<file path="config.mk">
export PLATFORM = sky130hd
export DESIGN_NAME = wtsc_ctrl
export DESIGN_NICKNAME = d
export VERILOG_FILES = /design/src/hw/rtl/wtsc_pkg.sv /design/src/hw/rtl/wtsc_ctrl.sv
export SDC_FILE = /design/constraint.sdc
export NUM_CORES = 1
export LEC_CHECK = 0
export ABC_CLOCK_PERIOD_IN_PS = 1400
export BUFFER_PORTS_ARGS = -buffer_cell sky130_fd_sc_hd__buf_2
export CAP_MARGIN = 20
export CORE_AREA = 3 3 40 42
export DETAILED_ROUTE_END_ITERATION = 12
export DIE_AREA = 0 0 43 45
export PLACE_DENSITY = 0.55
export SKIP_CTS_REPAIR_TIMING = 1
export SLEW_MARGIN = 10
export SYNTH_ARGS = -nofsm -noshare
export SYNTH_HDL_FRONTEND = slang
export SYNTH_SLANG_ARGS = --single-unit
</file>
<file path="constraint.sdc">
create_clock -name clk_i -period 1.4 [get_ports clk_i]
set_input_delay 0.28 -clock clk_i [delete_from_list [all_inputs] [get_ports clk_i]]
set_output_delay 0.28 -clock clk_i [all_outputs]
set_load 0.05 [all_outputs]
</file>
<file path="src/hw/rtl/wtsc_pkg.sv">
package wtsc_pkg;

  localparam int unsigned SINE_DEPTH_DEF = 1024;

  localparam int unsigned IN_TDATA_W  = 96;
  localparam int unsigned OUT_TDATA_W = 40;
  localparam int unsigned CFG_IDX_W   = 3;
  localparam int unsigned CFG_DATA_W  = 32;

  localparam logic [63:0] HALF_PI_Q30   = 64'd1686629713;
  localparam int          CHOP_GAIN_Q16 = 14418;
  localparam logic [31:0] CHOP_PHASE    = 32'd615208747;
  localparam int          SET_DEPTH_Q16 = 11796;
  localparam int          SETMOD_LO     = 53740;
  localparam int          SETMOD_HI     = 77332;
  localparam int          GUARD_COUNTS  = 150;
  localparam longint      PCORR_LIMIT   = 64'sd900 * 64'sd65536;
  localparam longint      OFFSET_LIMIT  = 64'sd4000 * 64'sd65536;
  localparam longint      ERR_LIMIT     = 64'sd1 <<< 46;
  localparam int          PEAK_COS_Q16  = 6554;
  localparam int          PEAK_SIN_Q16  = 64552;
  localparam logic [31:0] SAMPLE_PERIOD = 32'd50;
  localparam logic [31:0] STALL_TIMEOUT = 32'd1400;
  localparam int          STALL_DTG     = 250;

  localparam logic [1:0] FAULT_NONE  = 2'd0;
  localparam logic [1:0] FAULT_LIMIT = 2'd1;
  localparam logic [1:0] FAULT_STALL = 2'd2;

  typedef enum logic [2:0] {
    CFG_CENTER    = 3'd0,
    CFG_SPC       = 3'd1,
    CFG_AMPLITUDE = 3'd2,
    CFG_WAVE_STEP = 3'd3,
    CFG_SET_STEP  = 3'd4,
    CFG_TRACK     = 3'd5,
    CFG_RECENTER  = 3'd6,
    CFG_SOFT_LIM  = 3'd7
  } cfg_idx_e;

  // Datapath micro-ops, issued in this order
  typedef enum logic [4:0] {
    OP_NONE, OP_REL, OP_PH, OP_LOOK, OP_SETM, OP_SETMOD, OP_MIX, OP_AMP,
    OP_WAVE, OP_DIFF, OP_ERRM, OP_ERR, OP_TRK_LO, OP_TRK_HI, OP_TRK_ACC,
    OP_PCORR, OP_REC_ACC, OP_DRIFT, OP_TARGET, OP_STALL
  } op_e;

  typedef struct packed {
    logic capture;
    logic load_out;
    op_e  op;
  } dp_cmd_t;

  typedef struct packed {
    logic faulted;
    logic limit_hit;
  } dp_stat_t;

  // Rounding right shift, half away from zero
  function automatic logic signed [63:0] rnd_shift(input logic signed [63:0] v,
                                                   input int unsigned sh);
    logic [63:0] m;
    m = v[63] ? 64'(-v) : 64'(v);
    m = (m + (64'd1 << (sh - 1))) >> sh;
    return v[63] ? -signed'(m) : signed'(m);
  endfunction

  function automatic logic signed [63:0] clamp64(input logic signed [63:0] v,
                                                 input logic signed [63:0] lo,
                                                 input logic signed [63:0] hi);
    return (v < lo) ? lo : ((v > hi) ? hi : v);
  endfunction

  // First-quadrant sine in Q16 of r/2^30 quarter turns (Taylor series in Q30)
  function automatic logic [16:0] quarter_sine(input logic [63:0] r);
    logic [63:0]        x;
    logic [63:0]        x2;
    logic [63:0]        term;
    logic signed [63:0] sum;
    x    = (r * HALF_PI_Q30) >> 30;
    x2   = (x * x) >> 30;
    term = x;
    sum  = signed'(x);
    for (int n = 1; n <= 6; n++) begin
      term = ((term * x2) >> 30) / 64'((2 * n) * (2 * n + 1));
      if ((n & 1) != 0) begin
        sum = sum - signed'(term);
      end else begin
        sum = sum + signed'(term);
      end
    end
    sum = clamp64(sum, 64'sd0, 64'sd1 <<< 30);
    sum = (sum + 64'sd8192) >>> 14;
    return sum[16:0];
  endfunction

endpackage

</file>
<file path="src/hw/rtl/wtsc_ctrl.sv">
module wtsc_ctrl
  import wtsc_pkg::*;
(
  input  logic     clk_i,
  input  logic     rst_ni,
  input  logic     s_axis_tvalid,
  output logic     s_axis_tready,
  output logic     m_axis_tvalid,
  input  logic     m_axis_tready,
  input  dp_stat_t stat_i,
  output dp_cmd_t  cmd_o
);

  typedef enum logic [1:0] {ST_IDLE, ST_RUN, ST_FINISH} state_e;

  state_e state_q;
  op_e    op_q;
  logic   out_valid_q;
  logic   load_out;

  assign s_axis_tready = (state_q == ST_IDLE);
  assign m_axis_tvalid = out_valid_q;
  assign load_out      = (state_q == ST_FINISH) && (!out_valid_q || m_axis_tready);

  assign cmd_o.capture  = s_axis_tvalid && (state_q == ST_IDLE);
  assign cmd_o.load_out = load_out;
  assign cmd_o.op       = op_q;

  always_ff @(posedge clk_i or negedge rst_ni) begin
    if (!rst_ni) begin
      state_q     <= ST_IDLE;
      op_q        <= OP_NONE;
      out_valid_q <= 1'b0;
    end else begin
      if (load_out) begin
        out_valid_q <= 1'b1;
      end else if (m_axis_tready) begin
        out_valid_q <= 1'b0;
      end
      case (state_q)
        ST_IDLE: begin
          if (s_axis_tvalid) begin
            if (stat_i.faulted) begin
              state_q <= ST_FINISH;
            end else begin
              state_q <= ST_RUN;
              op_q    <= OP_REL;
            end
          end
        end
        ST_RUN: begin
          if ((op_q == OP_PH && stat_i.limit_hit) || op_q == OP_STALL) begin
            state_q <= ST_FINISH;
            op_q    <= OP_NONE;
          end else begin
            op_q <= op_e'(op_q + 5'd1);
          end
        end
        ST_FINISH: begin
          if (load_out) begin
            state_q <= ST_IDLE;
          end
        end
        default: begin
          state_q <= ST_IDLE;
          op_q    <= OP_NONE;
        end
      endcase
    end
  end

endmodule

</file>
# Word level (Yosys, flattened, before mapping)
# Index checks and enable logic that the tools add are counted.
[classes]
magnitude_cmp = 0
bitwise = 1
eq_ne = 8
div = 0
n_reduce_logical = 10
addsub = 1
shifts = 0
n_mul = 0
muxes = 11
[ops]
columns = ["op", "count"]
rows = [
  ["$mux 5", 3],
  ["$pmux 5 s3", 1],
  ["$mux 2", 4],
  ["$ne 2x2->1 const B", 4],
  ["$pmux 2 s3", 1],
  ["$reduce_and 3->1", 2],
  ["$add 5x1->5 const B", 1],
  ["$eq 5x2->1 const B", 1],
  ["$eq 5x5->1 const B", 1],
  ["$logic_and 1x1->1", 3],
  ["$eq 2x1->1 const B", 1],
  ["$eq 2x2->1 const B", 1],
  ["$logic_not 2->1", 1],
  ["$logic_or 1x1->1", 2],
  ["$mux 1", 2],
  ["$reduce_bool 2->1", 1],
  ["$logic_not 1->1", 1],
  ["$not 1->1", 1],
]
[totals]
ramBits = 0
out_inout_bits = 9
n_memories = 0
reg_bits = 8
rom_bits = 0
input_bits = 6
latch_bits = 0
wordCells = 34

# Longest topological paths before layout
# Gate-level depths: netlist of the first run.
[logic_depth]
word_depth = 5
ltp_mapped = 6
ltp_nobuf = 6

# Worst setup path before layout of the first run
# Ideal clock, no wire load.
[synth_timing]
kind = "reg-to-output"
from = "register state_q[0]"
to = "output port cmd_o[6] (netlist bit)"
path_stages_with_launch = 4
required_ns = 1.120
slack_ns = -0.593
arrival_time_ns = 1.713
path_buffers = 1
path_cell_list = "dfrtp_1 -> buf_4 -> nor2_1 -> and2_1"
[synth_rtl]
columns = ["element", "line", "source"]
rows = [
  ["from (decl)", "wtsc_ctrl.sv:16", "state_e state_q;"],
  ["from (signal assigned)", "wtsc_ctrl.sv:31", "state_q <= ST_IDLE;"],
  ["from (signal assigned)", "wtsc_ctrl.sv:44", "state_q <= ST_FINISH;"],
  ["from (signal assigned)", "wtsc_ctrl.sv:46", "state_q <= ST_RUN;"],
  ["to (decl)", "wtsc_ctrl.sv:11", "output dp_cmd_t cmd_o"],
]

==> results of run 1 <==
[area by class of cell]
cell class / count / area (um^2)
clock buffers: 4 / 26.3
fillers: 130 / 628
inverters: 1 / 3.75
multi-input cells: 36 / 283
flip-flops and latches: 8 / 206
well taps: 15 / 18.8
repair buffers: 18 / 119
[synth_stat cells, drive strengths merged]
cell     count
and2         1
a21oi        1
a21o         1
dfrtp        8
nor2         6
nor2b        2
buf          2
nand3        3
o2bb2ai      3
nand2        3
o22ai        3
ha           2
o21ai        1
xor2         1
inv          1
o31ai        1
nand4        1
nand2b       5
a211o        1
nand3b       1
[state kept, by name (all words and copies together) (netlist names)]
signal and count:
state_q 2, m_axis_tvalid 1, op_q 5
[report_power, final]
part	leakage (uW)	internal (uW)	total [uW]	switching, uW
Sequential	0.000101	328	450	122
Combinational	0.000188	341	953	612
Clock	0.0000150	110	203	93.5
Total	0.000304	779	1610	828
[metal layers]
layer	vias to the layer above	track usage, %	part of all wire [%]
li1	210	-	-
met1	202	16.1	46
met2	19	15.9	42
met3	5	3.98	6.9
met4	0	14.5	5.0
met5	-	0	0
[metrics by stage]
| stage | hold WS, ns | area (um^2) | total power (uW) | TNS [ns] | setup slack (ns) |
|---|---|---|---|---|---|
| 2_1_floorplan | -0.0156 | 489 | 1120 | -0.0688 | -0.0309 |
| 3_3_place_gp | 0.133 | 586 | 1340 | 0 | 0.0834 |
| 3_5_place_dp | 0.135 | 586 | 1340 | 0 | 0.0696 |
| 4_1_cts | -0.149 | 612 | 1540 | -0.155 | -0.0947 |
| 5_1_grt | 0.321 | 657 | 1720 | -0.0244 | -0.0131 |
| 6_report | 0.321 | 657 | 1610 | 0 | 0.0389 |
[worst register-to-register path, delay by kind of cell, from the launching register on]
| kind | cells | cell delay [ns] |
|---|---|---|
| AND/OR/NAND/NOR | 2 | 0.19 |
| AO/OA/AOI/OAI | 2 | 0.38 |
| flip-flops | 1 | 0.43 |
| buffers and inverters | 1 | 0.08 |
| adder cells (fa/ha/maj) | 1 | 0.13 |
[logic make-up after synthesis]
family / count (synthesis)
buffers and inverters: 3
adder cells (fa/ha/maj): 2
AO/OA/AOI/OAI: 11
flip-flops: 8
AND/OR/NAND/NOR: 22
XOR/XNOR: 1
[how the worst max path moves through the flow]
stage / slack (ns) / endpoint / startpoint
CTS: -0.09 / cmd_o[5] / state_q[0]$_DFFE_PN0P_
floorplan: -0.03 / op_q[0]$_DFFE_PN0P_ / op_q[0]$_DFFE_PN0P_
finish: 0.04 / cmd_o[5] / state_q[0]$_DFFE_PN0P_
global placement: 0.08 / op_q[0]$_DFFE_PN0P_ / op_q[0]$_DFFE_PN0P_
detailed placement: 0.07 / op_q[0]$_DFFE_PN0P_ / op_q[0]$_DFFE_PN0P_
global route: -0.01 / cmd_o[5] / state_q[0]$_DFFE_PN0P_
[layout by cell type (no fill, tap or decap), drive strengths merged]
cell type and count:
a211o 1, a21o 1, a21oi 1, and2 1
buf 17, clkbuf 4, dfrtp 8, dlygate4sd3 1
ha 2, inv 1, nand2 3, nand2b 5
nand3 3, nand3b 1, nand4 1, nor2 6
nor2b 2, o21ai 1, o22ai 3, o2bb2ai 3
o31ai 1, xor2 1
==> metrics.md, run 1 <==
| Metric | Value |
|---|---|
| Placeable Area | `1280 um^2` |
| Final period demand of the worst path | `1.36 ns` |
| Final core utilization | `51.1%` |
| Worst Hold End | `state_q[0]$_DFFE_PN0P_` |
| RSZ-0062 raised after global routing | `true` |
| Mapped Cells | `47` |
| Fin. Hold Viols | `0` |
| Slew HR | `83.5%` |
| Worst stage delay on the critical path | `0.42 ns` |
| Synth Area in Simple Gates | `26.2%` |
| Mean area per synthesized cell | `9.56 um^2` |
| Status | `finished clean` |
| Initial antenna violation count | `0` |
| Terminus of the critical flop-to-flop path | `op_q[0]$_DFFE_PN0P_` |
| Max_cap viols | `0` |
| Yosys top cell area share | `44.6%` |
| CTS tree | `built` |
| Clk buf depth | `2` |
| Mapped Area | `449 um^2` |
| Top Ports | `15` |
| CTS Buf Count | `3` |
| Portion of netlist area occupied by mux cells | `0%` |
| Port buffer count | `14` |
| Share of cells above drive strength 1 | `49.3%` |
| WL final | `1.02 mm` |
| F_max | `735 MHz` |
| Area leader, netlist | `dfrtp_1` |
| Clock root buffer | `clkbuf_4` |
| WP buf/inv | `1` |
| Critical Path Fanout Max | `3` |
| Max VDD drop | `1350 uV` |
| Reg clk slew, reported paths | `0.05 ns` |
| Nets | `76` |
| Post-synthesis compound-gate area fraction | `17.5%` |
| Slowest library cell on the worst path | `dfrtp_1` |
| Routed WL per cell | `12.4 um` |
| Crit path DAT | `1.08 ns` |
| Vias in the first global route | `373` |
| Clock latency on the worst-skew pair | `0.27 ns` |
| Diode count | `0` |
| Cell depth of the worst hold path | `3` |
| Pwr per Cell Area | `2450 nW/um^2` |
| DRT antenna net count | `0` |
| Global-route wire length before repair | `1.66 mm` |
| Largest family of logic cells by synthesized area | `simple AND/OR/NAND/NOR gates` |
| Stages on worst setup path | `3` |
| Initial Util | `35.0%` |
| Drt pass-1 iters | `4` |
| Reg-to-reg slack, setup | `0.06 ns` |
| Hold path start | `s_axis_tvalid` |
| CP required | `1.12 ns` |
| DR iter-0 viols | `6` |
| Leak | `0.000304 uW` |
| Top post-synthesis cells by area | `dfrtp_1 45%, nand2b_1 7.0%, o2bb2ai_1 5.8%` |
| Gr ovfl total | `0` |
| Clk sink count | `8` |
| Post-synthesis adder-cell area fraction | `5.57%` |
| Delay-heaviest family, CP | `flip-flops` |
| Final HPWL DP | `749 um` |
| H-tree depth | `1` |
| Overall Global Routing Usage | `12.8%` |
| Synth-to-layout area growth | `46.2%` |
| Dpl cells | `77` |
| Worst hold-check path type | `input port to register` |
| Largest net degree at the start of global routing | `9` |
| Row cnt | `13` |
| Worst-Margin Slew | `0.250 ns` |
| R2R depth | `6` |
| DR vias | `436` |
| Cell-by-cell trace of the critical path | `nand2b_4, nor2_4, buf_6` |
| Worst Clk Skew | `0.00944 ns` |
| RR Startpoint | `op_q[0]$_DFFE_PN0P_` |
| Via-to-Cell Ratio | `5.32` |
| Worst setup path class | `register to primary output` |
| CP Launch Type | `register` |
| Slew Limit Fails | `0` |
| Gpl congestion | `0.716` |
| Unique masters post-synth | `22` |
| Syn_nets | `55` |
| Die height | `45 um` |
| Die area | `1940 um^2` |
| Drt drc | `0` |
| Final worst-path cycle share | `97.2%` |
| Post-Synth XOR/XNOR Area | `1.95%` |
| Post-synthesis register bit count | `8` |
| Crit end category | `primary output` |
| Register area share after synthesis | `44.6%` |
| Setup violations, final | `0` |
| Die width | `43 um` |
| Non-filler instance count after layout | `82` |
| Synth warn | `0` |
Power figures use the tool's default switching activity.
==> run 2: changes to the inputs <==
GPL_TIMING_DRIVEN = 0   (was not set)
==> metrics.md, run 2 (synthesis results as in run 1) <==
| Metric | Value |
|---|---|
| Most frequent cells in the layout | `10 x buf_2, 5 x clkbuf_4, 5 x dfrtp_1, 5 x buf_4` |
| Worst Clk Skew | `0.00608 ns (-0.00336 ns)` |
| CTS Buf Count | `3 (unchanged)` |
| Dpl cells | `76 (-1.3%)` |
| Crit path DAT | `1.17 ns (+0.09 ns)` |
| Initial Util | `35.0% (unchanged)` |
| Cell depth of the worst hold path | `3 (unchanged)` |
| Drt drc | `0 (unchanged)` |
| Setup violations, final | `1 (+1)` |
| Placeable Area | `1280 um^2 (unchanged)` |
| Slew Limit Fails | `0 (unchanged)` |
| Min Hold Slack | `0.335 ns (+0.0134 ns)` |
| Port buffer count | `14 (unchanged)` |
| Global-route wire length before repair | `1.50 mm (-9.6%)` |
| Crit end category | `primary output` |
| Worst-Margin Slew | `0.334 ns (+0.0841 ns)` |
| Worst hold-check path type | `input port to register` |
| Drt pass-1 iters | `3 (-1)` |
| Diode count | `0 (unchanged)` |
| Die height | `45 um (unchanged)` |
| Via-to-Cell Ratio | `4.89 (-8.0%)` |
| CTS tree | `built` |
| Register with the most flip-flops | `op_q` |
| Clock root buffer | `clkbuf_4` |
| Routed WL per cell | `11.7 um (-6.0%)` |
| Max reg flops | `5 (unchanged)` |
| Clk sink count | `8 (unchanged)` |
| F_max | `692 MHz (-5.9%)` |
| WL final | `993 um (-2.6%)` |
| Multi-input gate area | `309 um^2 (+9.3%)` |
| Commonest non-fill, non-tap cell in the layout | `buf_2` |
| H-tree depth | `1 (unchanged)` |
| Pwr per Cell Area | `2430 nW/um^2 (-0.64%)` |
| Hold path start | `s_axis_tvalid` |
| Row cnt | `13 (unchanged)` |
| Overall Global Routing Usage | `10.9% (-1.9 points)` |
| Status | `finished, violations left` |
| Die area | `1940 um^2 (unchanged)` |
| DR iter-0 viols | `6 (unchanged)` |
| DRT antenna net count | `0 (unchanged)` |
| Max_cap viols | `0 (unchanged)` |
| Share of cells above drive strength 1 | `55.7% (+6.5 points)` |
| Placed cell area | `578 um^2 (-1.3%)` |
| Worst setup path class | `register to primary output` |
| Gr ovfl total | `0 (unchanged)` |
| Max VDD drop | `1400 uV (+3.5%)` |
| Gpl congestion | `0.660 (-7.9%)` |
| Fin. Hold Viols | `0 (unchanged)` |
| Vias in the first global route | `346 (-7.2%)` |
| CP required | `1.12 ns (about the same)` |
| Final period demand of the worst path | `1.45 ns (+0.0849 ns)` |
| Crit. Startpoint | `state_q[0]$_DFFE_PN0P_` |
| Non-filler instance count after layout | `85 (+3.7%)` |
| Nets | `79 (+3.9%)` |
| R2R depth | `6 (unchanged)` |
| Clock latency on the worst-skew pair | `0.26 ns (about the same)` |
| RR Startpoint | `op_q[0]$_DFFE_PN0P_` |
| Leak | `0.000330 uW (+8.6%)` |
| Synth-to-layout area growth | `59.9%` |
| RSZ-0062 raised after global routing | `true` |
| Die width | `43 um (unchanged)` |
| CP Launch Type | `register` |
| Final worst-path cycle share | `103% (+6.1 points)` |
| Clk buf depth | `2 (unchanged)` |
| Initial antenna violation count | `0 (unchanged)` |
| Top Ports | `15 (unchanged)` |
| Reg clk slew, reported paths | `0.06 ns (about the same)` |
| Slew HR | `77.7% (-5.8 points)` |
| Failing checks | `negative setup slack` |
| FF+latch area | `206 um^2 (unchanged)` |
| Final HPWL DP | `685 um (-8.4%)` |
| Final WS setup | `-0.0460 ns (-0.0849 ns)` |
| Design area | `718 um^2 (+9.3%)` |
| DR vias | `416 (-4.6%)` |
| Critical Path Fanout Max | `7 (+4)` |
| Layout fillers | `128 (-1.5%)` |
| Largest net degree at the start of global routing | `10 (+1)` |
## run 2: cell type report
cell class,count,share of cell area (%)
sequential,8,28.7
tap,15,2.61
multi-input combinational,36,43.0
inverter,1,0.523
buffer,1,1.57
timing repair buffer,20,19.9
clock buffer,4,3.66
## run 2: worst paths after layout
path / slack (ns) / to
worst max-delay path: -0.05 / cmd_o[5]
worst min-delay path: 0.33 / state_q[0]$_DFFE_PN0P_
worst max register to register: 0.02 / op_q[0]$_DFFE_PN0P_
worst min register to register: 0.57 / op_q[4]$_DFFE_PN0P_
max in group asynchronous: 0.83 / op_q[1]$_DFFE_PN0P_
min in group asynchronous: 0.39 / state_q[1]$_DFFE_PN0P_
## run 2: layer usage
metal  wire (um)  track usage (%)
met1         459             14.7
met2         446             13.8
met3          88             7.17
met4           0             3.61
met5           0                0
## run 2: stage by stage
step / utilization [%] / power [uW] / TNS [ns] / worst slack [ns]
after global routing: 55.9 / 1850 / -0.270 / -0.0856
after detailed placement: 45.0 / 1310 / 0 / 0.0148
after floorplan: - / 1120 / -0.0688 / -0.0309
after CTS: 47.0 / 1500 / -0.463 / -0.273
after global placement: 45.0 / 1300 / 0 / 0.0143
final: 55.9 / 1750 / -0.0460 / -0.0460
## run 2: worst max-delay path, stage by stage, from the launching register on
cell and delay, ns:
dfrtp_1 0.37, buf_6 0.13, nand2b_4 0.15, nor2_4 0.11
buf_8 0.15
## run 2: where the power goes
group / leakage [uW] / internal (uW) / switching (uW)
sequential: 0.000101 / 328 / 125
clock: 0.0000150 / 109 / 82.3
combinational: 0.000214 / 440 / 660
total: 0.000330 / 878 / 868
==> run 3: changes to the inputs <==
ABC_AREA = 1   (was not set)
CTS_CLUSTER_DIAMETER = 120   (was not set)
PLACE_DENSITY = 0.64   (was 0.55)
==> metrics.md, run 3 <==
| Metric | Value |
|---|---|
| Initial Util | `38.0% (+3.0 points)` |
| Worst setup path class | `register to primary output` |
| Top FF cell, synth | `dfrtp_1` |
| H-tree depth | `1 (unchanged)` |
| Sw Share | `54.9% (+5.2 points)` |
| RR Startpoint | `op_q[0]$_DFFE_PN0P_` |
| DR vias | `461 (+11%)` |
| Status | `finished clean` |
| Row cnt | `13 (unchanged)` |
| Max_cap viols | `0 (unchanged)` |
| Synth-to-layout area growth | `34.9%` |
| CP required | `1.12 ns (about the same)` |
| Total power | `1670 uW (-4.3%)` |
| Leak | `0.000373 uW (+13%)` |
| Setup violations, final | `0 (-1)` |
| Die area | `1940 um^2 (unchanged)` |
| Gr ovfl total | `0 (unchanged)` |
| Crit. Startpoint | `state_q[1]$_DFFE_PN0P_` |
| Comb pwr share | `62.9% (about the same)` |
| Worst Clk Skew | `0.00626 ns (+0.000175 ns)` |
| Pwr per Cell Area | `2540 nW/um^2 (+4.4%)` |
| Layout fillers | `137 (+7.0%)` |
| Fin. Hold Viols | `0 (unchanged)` |
| Final HPWL DP | `780 um (+14%)` |
| Drt drc | `0 (unchanged)` |
| Worst hold-check path type | `input port to register` |
| Routed WL per cell | `11.0 um (-5.8%)` |
| Vias in the first global route | `413 (+19%)` |
| TNS Setup | `0 ns (+0.0460 ns)` |
| Yosys top cell area share | `41.0% (-3.5 points)` |
| Terminus of the critical flop-to-flop path | `op_q[0]$_DFFE_PN0P_` |
| Area leader, netlist | `dfrtp_1` |
| Nets | `94 (+19%)` |
| DR iter-0 viols | `5 (-1)` |
| Crit end category | `primary output` |
| Min Hold Slack | `0.314 ns (-0.0207 ns)` |
| Final worst-path cycle share | `99.4% (-3.9 points)` |
| Diode count | `0 (unchanged)` |
| Port buffer count | `14 (unchanged)` |
| R2R depth | `8 (+2)` |
| Post-synthesis register bit count | `8 (unchanged)` |
| F_max | `719 MHz (+4.0%)` |
| Clock latency on the worst-skew pair | `0.26 ns (about the same)` |
| Clk buf depth | `2 (unchanged)` |
| Final period demand of the worst path | `1.39 ns (-0.0551 ns)` |
| RSZ-0062 raised after global routing | `true` |
| Most frequent cells after synthesis | `21 x nand2_1, 11 x inv_1, 8 x dfrtp_1` |
| Drt pass-1 iters | `3 (unchanged)` |
| Commonest non-fill, non-tap cell in the layout | `nand2_1` |
| CP Launch Type | `register` |
| Initial antenna violation count | `0 (unchanged)` |
| Synth warn | `0 (unchanged)` |
| Most numerous cell in the Yosys netlist | `nand2_1` |
| Die width | `43 um (unchanged)` |
| Worst setup path endpoint | `cmd_o[6]` |
| WL final | `1.09 mm (+9.7%)` |
| FF+latch area | `203 um^2 (-1.8%)` |
| Psw | `917 uW (+5.7%)` |
| Die height | `45 um (unchanged)` |
| Largest net degree at the start of global routing | `9 (-1)` |
| Critical Path Fanout Max | `3 (-4)` |
| Mapped Area | `488 um^2 (+8.6%)` |
| Via-to-Cell Ratio | `4.66 (-4.9%)` |
| Synth async-reset ratio | `100% (unchanged)` |
| Top post-synthesis cells by area | `dfrtp_1 41%, nand2_1 16%, inv_1 8.5%` |
| Gpl congestion | `0.758 (+15%)` |
| Crit path DAT | `1.11 ns (-0.06 ns)` |
| Overall Global Routing Usage | `11.9% (+1.0 points)` |
| Worst-Margin Slew | `0.271 ns (-0.0630 ns)` |
| Reg clk slew, reported paths | `0.05 ns (about the same)` |
| Slew HR | `81.9% (+4.2 points)` |
| Reg-to-reg slack, setup | `0.13 ns (+0.11 ns)` |
| Mean area per synthesized cell | `7.51 um^2 (-21%)` |
| Top Ports | `15 (unchanged)` |
| CTS Buf Count | `3 (unchanged)` |
| Syn_nets | `73 (+33%)` |
| Clock Power Share | `10.9% (about the same)` |
| Register with the most flip-flops | `op_q` |
| Unique masters post-synth | `15 (-32%)` |
| Multi-input gate area | `255 um^2 (-17%)` |
| CTS tree | `built` |
| Mapped Cells | `65 (+38%)` |
| Placeable Area | `1280 um^2 (unchanged)` |
| Share of cells above drive strength 1 | `38.1% (-18 points)` |
| Final core utilization | `51.2% (-4.7 points)` |
| Most frequent cells in the layout | `20 x nand2_1, 11 x buf_2, 9 x inv_1, 6 x dfrtp_1` |
| Global-route wire length before repair | `1.72 mm (+15%)` |
| Max reg flops | `5 (unchanged)` |
| Register share of total power | `26.2% (+0.2 points)` |
| Slew Limit Fails | `0 (unchanged)` |
| Max VDD drop | `1030 uV (-26%)` |
| DRT antenna net count | `0 (unchanged)` |
| Clk sink count | `8 (unchanged)` |
| Register area share after synthesis | `41.0% (-3.5 points)` |
| Cell Int Power | `752 uW (-14%)` |
| Clock root buffer | `clkbuf_4` |
| Number of synthesized flops with an enable pin | `0 (unchanged)` |
## run 3: changes by cell type in the layout (fill, tap and decap cells not counted), moves of 2 or more
cell and change:
nand2_1 +18, inv_1 +9, nand2b_1 -4, buf_4 -3, o22ai_1 -3, o2bb2ai_2 -3, ha_1 +2, ha_4 -2
nand2_2 +2, nand4_1 +2, nor2_2 +2
## run 3: power by group through the flow
| stage | logic [uW] | clock network (uW) | registers (uW) |
|---|---|---|---|
| floorplan | 516 | 0 | 636 |
| global placement | 906 | 0 | 431 |
| detailed placement | 913 | 0 | 434 |
| CTS | 923 | 184 | 428 |
| global route | 1130 | 198 | 458 |
| finish | 1050 | 181 | 438 |
## run 3: worst min-delay path by stage
stage | cells past startpoint | from | slack, ns | to
3_5_place_dp | 1 | rst_ni | 0.14 | op_q[3]$_DFFE_PN0P_
4_1_cts | 1 | rst_ni | -0.14 | op_q[3]$_DFFE_PN0P_
3_3_place_gp | 1 | rst_ni | 0.13 | op_q[3]$_DFFE_PN0P_
2_1_floorplan | 0 | rst_ni | -0.02 | m_axis_tvalid$_DFFE_PN0P_
6_report | 4 | m_axis_tready | 0.31 | m_axis_tvalid$_DFFE_PN0P_
5_1_grt | 4 | m_axis_tready | 0.35 | m_axis_tvalid$_DFFE_PN0P_
## run 3: critical path, cell delays in order (launching register included)
cell and delay, ns:
dfrtp_1 0.41, inv_2 0.09, nand2_4 0.07, nor2_4 0.13, buf_8 0.15
## run 3: routing by layer
metal / track usage, % / wire length, um / up-vias / share of wire (%)
li1: - / - / 239 / -
met1: 16.3 / 514 / 204 / 47
met2: 18.3 / 490 / 16 / 45
met3: 2.39 / 62 / 2 / 5.7
met4: 5.42 / 21 / 0 / 1.9
met5: 0 / 0 / - / 0
## run 3: logic make-up after synthesis
kind of cell	share of synthesized area, %
and+or+nand+nor	36.4
buffers and inverters	10.0
DFF	41.0
AOI/OAI and AO/OA	3.85
xor gates and xnor gates	3.59
adders and majority gates	5.13
## run 3: area by class of cell
cell class | instances | area share [%]
multi-input combinational | 45 | 38.8
inverter | 11 | 6.27
sequential | 8 | 30.8
timing repair buffer | 17 | 17.9
tap | 15 | 2.85
clock buffer | 3 | 3.42
## run 3: per-stage QoR
stage / std cells / area (um^2) / setup slack (ns)
after CTS: 97 / 602 / -0.213
after global placement: 94 / 579 / 0.0808
after floorplan: 65 / 490 / 0.0554
after detailed placement: 94 / 579 / 0.0609
final: 99 / 658 / 0.00909
after global routing: 99 / 658 / -0.0447
